File: config.mk
export PLATFORM = sky130hd
export DESIGN_NAME = joystick_axis_calibrate_map
export DESIGN_NICKNAME = d
export VERILOG_FILES = /design/src/sv/jsk_pkg.sv /design/src/sv/joystick_axis_calibrate_map.sv /design/src/sv/jsk_ctrl.sv /design/src/sv/jsk_dp.sv
export SDC_FILE = /design/constraint.sdc
export NUM_CORES = 1
export LEC_CHECK = 0
export ABC_CLOCK_PERIOD_IN_PS = 7750
export BUFFER_PORTS_ARGS = -buffer_cell sky130_fd_sc_hd__buf_2
export CAP_MARGIN = 30
export CORE_MARGIN = 4
export CORE_UTILIZATION = 60
export CTS_CLUSTER_SIZE = 24
export DETAILED_ROUTE_END_ITERATION = 10
export HOLD_SLACK_MARGIN = 0.03
export PLACE_DENSITY = 0.86
export SLEW_MARGIN = 0
export SYNTH_ARGS = -nofsm -noshare
export SYNTH_HDL_FRONTEND = slang
export SYNTH_SLANG_ARGS = --single-unit
File: constraint.sdc
create_clock -name clock -period 7.75 [get_ports clock]
set_input_delay 1.55 -clock clock [delete_from_list [all_inputs] [get_ports clock]]
set_output_delay 1.55 -clock clock [all_outputs]
set_load 0.01 [all_outputs]
File: src/sv/jsk_pkg.sv
package jsk_pkg;

   // Number of converter bits that take part in calibration and mapping.
   localparam int SAMPLE_BITS = 10;
   // Width of the sample fields on the request.
   localparam int FIELD_W     = 10;
   localparam int OUT_W       = 8;
   localparam int BTN_W       = 5;
   localparam int DZ_W        = 7;
   localparam int LANES       = 3;
   localparam int NUM_W       = SAMPLE_BITS + OUT_W;
   localparam int DIV_STEPS   = OUT_W;
   localparam int CNT_W       = $clog2(DIV_STEPS);
   localparam int OUT_OFFSET  = 2 ** (OUT_W - 1);

   localparam int LANE_HOR = 0;
   localparam int LANE_VER = 1;
   localparam int LANE_ROT = 2;

   localparam logic [DZ_W-1:0] DEADZONE_RESET = DZ_W'(15);

   localparam logic [SAMPLE_BITS-1:0] LOW_RESET [LANES] = '{
      SAMPLE_BITS'(190), SAMPLE_BITS'(190), SAMPLE_BITS'(50)};
   localparam logic [SAMPLE_BITS-1:0] HIGH_RESET [LANES] = '{
      SAMPLE_BITS'(810), SAMPLE_BITS'(810), SAMPLE_BITS'(950)};

   typedef struct packed {
      logic [FIELD_W-1:0] hor_sample;
      logic [FIELD_W-1:0] ver_sample;
      logic [FIELD_W-1:0] rot_sample;
      logic               right_handed;
      logic [BTN_W-1:0]   button_levels;
   } req_type;

   typedef struct packed {
      logic signed [OUT_W-1:0] hor_out;
      logic signed [OUT_W-1:0] ver_out;
      logic signed [OUT_W-1:0] rot_out;
      logic [BTN_W-1:0]        button_mask;
   } rsp_type;

   typedef enum logic [2:0] {
      ST_IDLE,
      ST_WIDEN,
      ST_SETUP,
      ST_DIVIDE,
      ST_DONE
   } state_type;

   typedef struct packed {
      logic capture;
      logic widen;
      logic setup;
      logic div_step;
      logic load_rsp;
   } cmd_type;

   typedef struct packed {
      logic div_last;
   } status_type;

endpackage

File: src/sv/joystick_axis_calibrate_map.sv
// A request is taken only while idle, then widened, set up, divided by the eight-step restoring divider per axis
// and mapped into the output register once that register is free; only then is the next request taken.
// A finished response waits in the output register while the next request is taken.
// Reset (synchronous, active high) restores the travel bounds and the deadzone of 15,
// and empties the output register.
module joystick_axis_calibrate_map (
   input  logic                     clock,
   input  logic                     reset,
   input  logic                     req_valid,
   output logic                     req_stall,
   input  jsk_pkg::req_type          req_data,
   output logic                     rsp_valid,
   input  logic                     rsp_stall,
   output jsk_pkg::rsp_type          rsp_data,
   input  logic                     csr_valid,
   output logic                     csr_ready,
   input  logic [jsk_pkg::DZ_W-1:0] csr_data
);
   import jsk_pkg::*;

   // Commands from the sequencer to the datapath, and the divider's end-of-run flag back.
   cmd_type    cmd;
   status_type status;

   // The controller walks each request through capture, bound widening, numerator
   // set-up, the division steps and the final mapping into the output register.
   jsk_ctrl u_ctrl (
      .clock     (clock),
      .reset     (reset),
      .req_valid (req_valid),
      .req_stall (req_stall),
      .rsp_valid (rsp_valid),
      .rsp_stall (rsp_stall),
      .csr_ready (csr_ready),
      .cmd       (cmd),
      .status    (status)
   );

   // The datapath holds the three axis lanes side by side. Each lane widens its bounds,
   // forms 255 times the offset from the low bound (mirrored for the horizontal and
   // vertical axes in right-handed mode), divides by the span one quotient bit per cycle
   // and then turns quotient and remainder into the truncated, deadzoned output.
   jsk_dp u_dp (
      .clock    (clock),
      .reset    (reset),
      .cmd      (cmd),
      .status   (status),
      .req_data (req_data),
      .dz_write (csr_valid && csr_ready),
      .dz_value (csr_data),
      .rsp_data (rsp_data)
   );

endmodule

File: src/sv/jsk_ctrl.sv
module jsk_ctrl (
   input  logic               clock,
   input  logic               reset,
   input  logic               req_valid,
   output logic               req_stall,
   output logic               rsp_valid,
   input  logic               rsp_stall,
   output logic               csr_ready,
   output jsk_pkg::cmd_type    cmd,
   input  jsk_pkg::status_type status
);
   import jsk_pkg::*;

   state_type state_ff, state_in;
   logic      rsp_valid_ff, rsp_valid_in;
   logic      rsp_free;

   // The output register may be refilled when empty or being taken now.
   assign rsp_free = !rsp_valid_ff || !rsp_stall;

   always_comb begin
      state_in = state_ff;
      unique case (state_ff)
         ST_IDLE:   if (req_valid) state_in = ST_WIDEN;
         ST_WIDEN:  state_in = ST_SETUP;
         ST_SETUP:  state_in = ST_DIVIDE;
         ST_DIVIDE: if (status.div_last) state_in = ST_DONE;
         ST_DONE:   if (rsp_free) state_in = ST_IDLE;
         default:   state_in = ST_IDLE;
      endcase
   end

   always_comb begin
      cmd       = '0;
      req_stall = 1'b1;
      csr_ready = 1'b0;
      unique case (state_ff)
         ST_IDLE: begin
            req_stall   = 1'b0;
            csr_ready   = 1'b1;
            cmd.capture = req_valid;
         end
         ST_WIDEN:  cmd.widen    = 1'b1;
         ST_SETUP:  cmd.setup    = 1'b1;
         ST_DIVIDE: cmd.div_step = 1'b1;
         ST_DONE:   cmd.load_rsp = rsp_free;
         default:   cmd = '0;
      endcase
   end

   always_comb begin
      rsp_valid_in = rsp_valid_ff;
      if (cmd.load_rsp) begin
         rsp_valid_in = 1'b1;
      end else if (rsp_valid_ff && !rsp_stall) begin
         rsp_valid_in = 1'b0;
      end
   end

   always_ff @(posedge clock) begin
      if (reset) begin
         state_ff     <= ST_IDLE;
         rsp_valid_ff <= 1'b0;
      end else begin
         state_ff     <= state_in;
         rsp_valid_ff <= rsp_valid_in;
      end
   end

   assign rsp_valid = rsp_valid_ff;

endmodule

File: src/sv/jsk_dp.sv
module jsk_dp (
   input  logic                      clock,
   input  logic                      reset,
   input  jsk_pkg::cmd_type           cmd,
   output jsk_pkg::status_type        status,
   input  jsk_pkg::req_type           req_data,
   input  logic                      dz_write,
   input  logic [jsk_pkg::DZ_W-1:0]  dz_value,
   output jsk_pkg::rsp_type           rsp_data
);
   import jsk_pkg::*;

   logic [SAMPLE_BITS-1:0] smp_ff  [LANES];
   logic [SAMPLE_BITS-1:0] low_ff  [LANES];
   logic [SAMPLE_BITS-1:0] low_in  [LANES];
   logic [SAMPLE_BITS-1:0] high_ff [LANES];
   logic [SAMPLE_BITS-1:0] high_in [LANES];
   logic [SAMPLE_BITS-1:0] den_ff  [LANES];
   logic [SAMPLE_BITS-1:0] den_in  [LANES];
   logic [SAMPLE_BITS-1:0] rem_ff  [LANES];
   logic [SAMPLE_BITS-1:0] rem_in  [LANES];
   logic [OUT_W-1:0]       quo_ff  [LANES];
   logic [OUT_W-1:0]       quo_in  [LANES];
   logic [OUT_W-1:0]       map_res [LANES];
   logic [SAMPLE_BITS-1:0] diff    [LANES];
   logic [NUM_W-1:0]       num     [LANES];
   logic [SAMPLE_BITS:0]   shifted [LANES];
   logic [SAMPLE_BITS:0]   trial   [LANES];
   logic                   fits    [LANES];
   logic                   mirror_ff;
   logic [BTN_W-1:0]       mask_ff;
   logic [DZ_W-1:0]        deadzone_ff;
   logic [CNT_W-1:0]       cnt_ff, cnt_in;
   rsp_type                rsp_ff;

   localparam logic signed [OUT_W:0] V_MIN = -(OUT_W + 1)'(OUT_OFFSET);
   localparam logic signed [OUT_W:0] V_OFF = (OUT_W + 1)'(OUT_OFFSET);

   // Truncating map: v = q - 128, plus one when below the centre and inexact.
   function automatic logic [OUT_W-1:0] map_lane(
      input logic [OUT_W-1:0]       q,
      input logic [SAMPLE_BITS-1:0] r,
      input logic [SAMPLE_BITS-1:0] d,
      input logic [DZ_W-1:0]        dz
   );
      logic signed [OUT_W:0] v;
      logic signed [OUT_W:0] dzs;
      logic                  up;
      up  = !q[OUT_W-1] && (r != '0);
      dzs = $signed({2'b00, dz});
      v   = $signed({1'b0, q}) - V_OFF + $signed({{OUT_W{1'b0}}, up});
      if (d == '0) begin
         v = V_MIN;
      end
      if (v >= -dzs && v <= dzs) begin
         v = '0;
      end
      return v[OUT_W-1:0];
   endfunction

   always_comb begin
      for (int i = 0; i < LANES; i++) begin
         low_in[i]  = low_ff[i];
         high_in[i] = high_ff[i];
         if (smp_ff[i] > high_ff[i]) begin
            high_in[i] = smp_ff[i];
         end else if (smp_ff[i] < low_ff[i]) begin
            low_in[i] = smp_ff[i];
         end
         if (mirror_ff && i != LANE_ROT) begin
            diff[i] = high_ff[i] - smp_ff[i];
         end else begin
            diff[i] = smp_ff[i] - low_ff[i];
         end
         // 255 * diff as a shift and a subtraction.
         num[i] = {diff[i], {OUT_W{1'b0}}} - {{OUT_W{1'b0}}, diff[i]};
         shifted[i] = {rem_ff[i], quo_ff[i][OUT_W-1]};
         trial[i]   = shifted[i] - {1'b0, den_ff[i]};
         fits[i]    = shifted[i] >= {1'b0, den_ff[i]};
         den_in[i]  = den_ff[i];
         rem_in[i]  = rem_ff[i];
         quo_in[i]  = quo_ff[i];
         if (cmd.setup) begin
            den_in[i] = high_ff[i] - low_ff[i];
            rem_in[i] = num[i][NUM_W-1:OUT_W];
            quo_in[i] = num[i][OUT_W-1:0];
         end else if (cmd.div_step) begin
            rem_in[i] = fits[i] ? trial[i][SAMPLE_BITS-1:0] : shifted[i][SAMPLE_BITS-1:0];
            quo_in[i] = {quo_ff[i][OUT_W-2:0], fits[i]};
         end
         map_res[i] = map_lane(quo_ff[i], rem_ff[i], den_ff[i], deadzone_ff);
      end
   end

   always_comb begin
      cnt_in = cnt_ff;
      if (cmd.setup) begin
         cnt_in = '0;
      end else if (cmd.div_step) begin
         cnt_in = cnt_ff + 1'b1;
      end
   end

   assign status.div_last = (cnt_ff == CNT_W'(DIV_STEPS - 1));

   always_ff @(posedge clock) begin
      if (reset) begin
         deadzone_ff <= DEADZONE_RESET;
         for (int i = 0; i < LANES; i++) begin
            low_ff[i]  <= LOW_RESET[i];
            high_ff[i] <= HIGH_RESET[i];
         end
      end else begin
         if (dz_write) begin
            deadzone_ff <= dz_value;
         end
         if (cmd.widen) begin
            for (int i = 0; i < LANES; i++) begin
               low_ff[i]  <= low_in[i];
               high_ff[i] <= high_in[i];
            end
         end
      end
   end

   always_ff @(posedge clock) begin
      cnt_ff <= cnt_in;
      for (int i = 0; i < LANES; i++) begin
         den_ff[i] <= den_in[i];
         rem_ff[i] <= rem_in[i];
         quo_ff[i] <= quo_in[i];
      end
      if (cmd.capture) begin
         smp_ff[LANE_HOR] <= SAMPLE_BITS'(req_data.hor_sample);
         smp_ff[LANE_VER] <= SAMPLE_BITS'(req_data.ver_sample);
         smp_ff[LANE_ROT] <= SAMPLE_BITS'(req_data.rot_sample);
         mirror_ff        <= req_data.right_handed;
         mask_ff          <= ~req_data.button_levels;
      end
      if (cmd.load_rsp) begin
         rsp_ff.hor_out     <= $signed(map_res[LANE_HOR]);
         rsp_ff.ver_out     <= $signed(map_res[LANE_VER]);
         rsp_ff.rot_out     <= $signed(map_res[LANE_ROT]);
         rsp_ff.button_mask <= mask_ff;
      end
   end

   assign rsp_data = rsp_ff;

endmodule

==> flow_summary.ini <==
[synth]
netlist_area_sq_mm = 0.0161
synth_cell_type_count = 82
synth-edff-count = 209
ys.warnings.count = 0
synthesis.nets = 1857
synthCells = 1628
synth.yosys.seq_area_share = 0.407
synth_seq_cells = 223
ys.flop_type = edfxtp_1
async_reset_ff_frac = 0
synth.avg_cell_area_sq_um = 9.89

[routing]
drt-wirelength-per-cell_um = 17.9
dr.pass1.iters = 7
vias_per_cell = 6.10
wirelength_um = 36900
vias = 12600
postRouteAntennaNets = 0
drc_errors = 0
drt_iter0_drc = 1370

[clock_network]
cts_root_buffer = clkbuf_16
cts_tree = yes
cts_made_buffers = 26
cts_resized = 0
clk_pin_slew_ns = 0.06
cts_htree_levels = 1
cts_hold_repair.buffers = 0
cts_setup_buffers = 0
cts_buffer_depth = 3
cts.sink_count = 223
insertion_delay_ns = 0.53

[global_routing]
track_usage = 0.247
grtUsageMet3 = 0.0308
globalRouteOverflowTotal = 0
globalRoute.busiestLayer = met2
grt_first_pass_wirelength_um = 59900
antenna_found_initial = 0
grt_use_met1 = 0.348
first_global_vias = 12200
grt_max_degree = 57
use_met2 = 0.405

[place]
place_inst = 2018
port_buffers = 79
hpwl_um = 27000
place.gp.congestion = 0.927
post_dp_cell_area_sq_mm = 0.0169
preCtsSetupSlack_ns = 3.36

[die]
die_w_um = 172
io_pins = 80
die-area_sq_mm = 0.0295
chipHeight_um = 172
row_count = 59
coreArea_sq_mm = 0.0262
initial_utilization = 0.614

[sta]
rsz0062_at_grt = false
worst_slack_ns = 3.31
fmax_mhz = 225
hold_viol = 0
slew_headroom = 0.348
drv_slew = 0
worst_pin_slew_ns = 0.969
setup_violations = 0
finClkSkew_ns = 0.0156
tns_ns = 0
layout_min_cycle_time_ns = 4.44
timing.final.crit_share = 0.573
whs_ns = 0.418

[finish]
area_growth_pct = 10.1
layout.nets = 1940
stdcell_area_sq_mm = 0.0177
final_core_util = 0.676
final-instance-count-excl-fill = 2066
drive_gt1_frac = 0.111
layout_commonest_cell = edfxtp_1
antenna_cells = 0
fillCellCount = 1956
final_cell_mix = edfxtp_1 (209), ha_1 (170), inv_1 (155)

[status]
status = complete, no violations

[setup_path]
arrival_ns = 4.71
worst-setup-path-type = register to register
start_kind = register
crit_required_ns = 8.02
cp_max_fo = 4
end_kind = register

[pwr]
p_leak_nw = 7.45
power_mw = 3.84
ir_drop_uv = 166
power_density_mw_per_mm2 = 217

[run]
drv_cap = 0

[worst_hold_path]
hold_class = register to register
worst max-delay path, stage by stage, from the launching register on:
cell      delay, ns
edfxtp_1       0.39
inv_1          0.09
ha_1           0.16
inv_1          0.05
fa_1           0.40
nand3_1        0.12
a21oi_1        0.11
o21a_1         0.18
o41ai_1        0.39
xor2_1         0.14
mux2i_1        0.31
inv_1          0.14
ha_1           0.23
a21oi_1        0.17
nand2_1        0.12
or3_1          0.41
or4_4          0.50
xnor2_1        0.18
a21oi_1        0.09
state kept, by name (all words and copies together) (netlist names):
| signal | count |
|---|---|
| u_dp.den_ff | 30 |
| u_dp.high_ff | 30 |
| u_dp.low_ff | 30 |
| u_dp.rem_ff | 30 |
| u_dp.smp_ff | 30 |
| u_dp.rsp_data | 29 |
| u_dp.quo_ff | 24 |
| u_dp.deadzone_ff | 7 |
| u_dp.mask_ff | 5 |
| u_ctrl.state_ff | 3 |
| u_dp.cnt_ff | 3 |
| u_ctrl.rsp_valid | 1 |
| u_dp.mirror_ff | 1 |
per-layer routing:
layer / up-vias / wire, um
met3: 94 / 2690
li1: 6061 / -
met4: 0 / 961
met5: - / 0
met1: 5894 / 16300
met2: 559 / 17100
worst paths after layout:
kind | startpoint | end | slack [ns] | depth (start not counted)
setup / recovery | u_dp.smp_ff[0][0]$_DFFE_PP_ | u_dp.rem_ff[0][9]$_DFFE_PN_ | 3.31 | 18
hold / removal | u_dp.mask_ff[4]$_DFFE_PP_ | u_dp.rsp_data[4]$_DFFE_PP_ | 0.42 | 0
setup reg to reg | u_dp.smp_ff[0][0]$_DFFE_PP_ | u_dp.rem_ff[0][9]$_DFFE_PN_ | 3.31 | 18
hold reg to reg | u_dp.mask_ff[4]$_DFFE_PP_ | u_dp.rsp_data[4]$_DFFE_PP_ | 0.42 | 0
cells in the mapped netlist (5+ instances only):
cell	number	share of area
maj3_1	6	0.0037
nand4_1	10	0.0039
nor3b_1	6	0.0028
a31o_2	6	0.0033
o211ai_1	6	0.0028
nor2_1	123	0.029
o31a_1	5	0.0027
a31oi_1	14	0.0054
fa_1	11	0.014
o21ai_0	84	0.026
and2_1	10	0.0039
or2_2	8	0.0031
a21oi_1	97	0.030
nand2_1	112	0.026
a211o_1	8	0.0044
edfxtp_1	209	0.39
clkbuf_1	29	0.0068
a21boi_0	5	0.0023
nor3_1	41	0.013
o21bai_1	9	0.0042
a211oi_1	33	0.015
nor3_2	6	0.0037
nand3_1	38	0.012
xnor2_1	76	0.041
nand2b_1	38	0.015
o2111ai_1	6	0.0033
ha_1	170	0.13
o21a_1	21	0.0098
or3_1	13	0.0051
mux2i_1	14	0.0087
and3_1	10	0.0039
xor2_1	55	0.030
a21o_1	36	0.017
dfxtp_1	14	0.017
nor2b_1	38	0.015
inv_1	156	0.036
or4_1	8	0.0037
o22ai_1	6	0.0023
nor4_1	11	0.0043
kinds of logic after synthesis:
family,share of synthesized area
xor+xnor,0.0713
fa+ha+maj,0.151
simple gates,0.158
buf+inv,0.0463
flops,0.407
mux,0.0110
compound gates,0.155
cell type report:
cell class	instances	area, sq um	share of cell area
tap	335	419	0.0237
timing repair buffer	91	485	0.0274
inverter	159	597	0.0337
sequential	223	6560	0.370
clock inverter	16	140	0.00791
clock buffer	32	714	0.0403
multi-input combinational	1210	8810	0.497
power breakdown:
part	total [mW]	internal, mW	switching (mW)	leakage, nW
Clock	1.21	0.721	0.488	0.430
Combinational	1.13	0.449	0.676	5.00
Sequential	1.50	1.44	0.0641	2.02
Power figures use the tool's default switching activity.
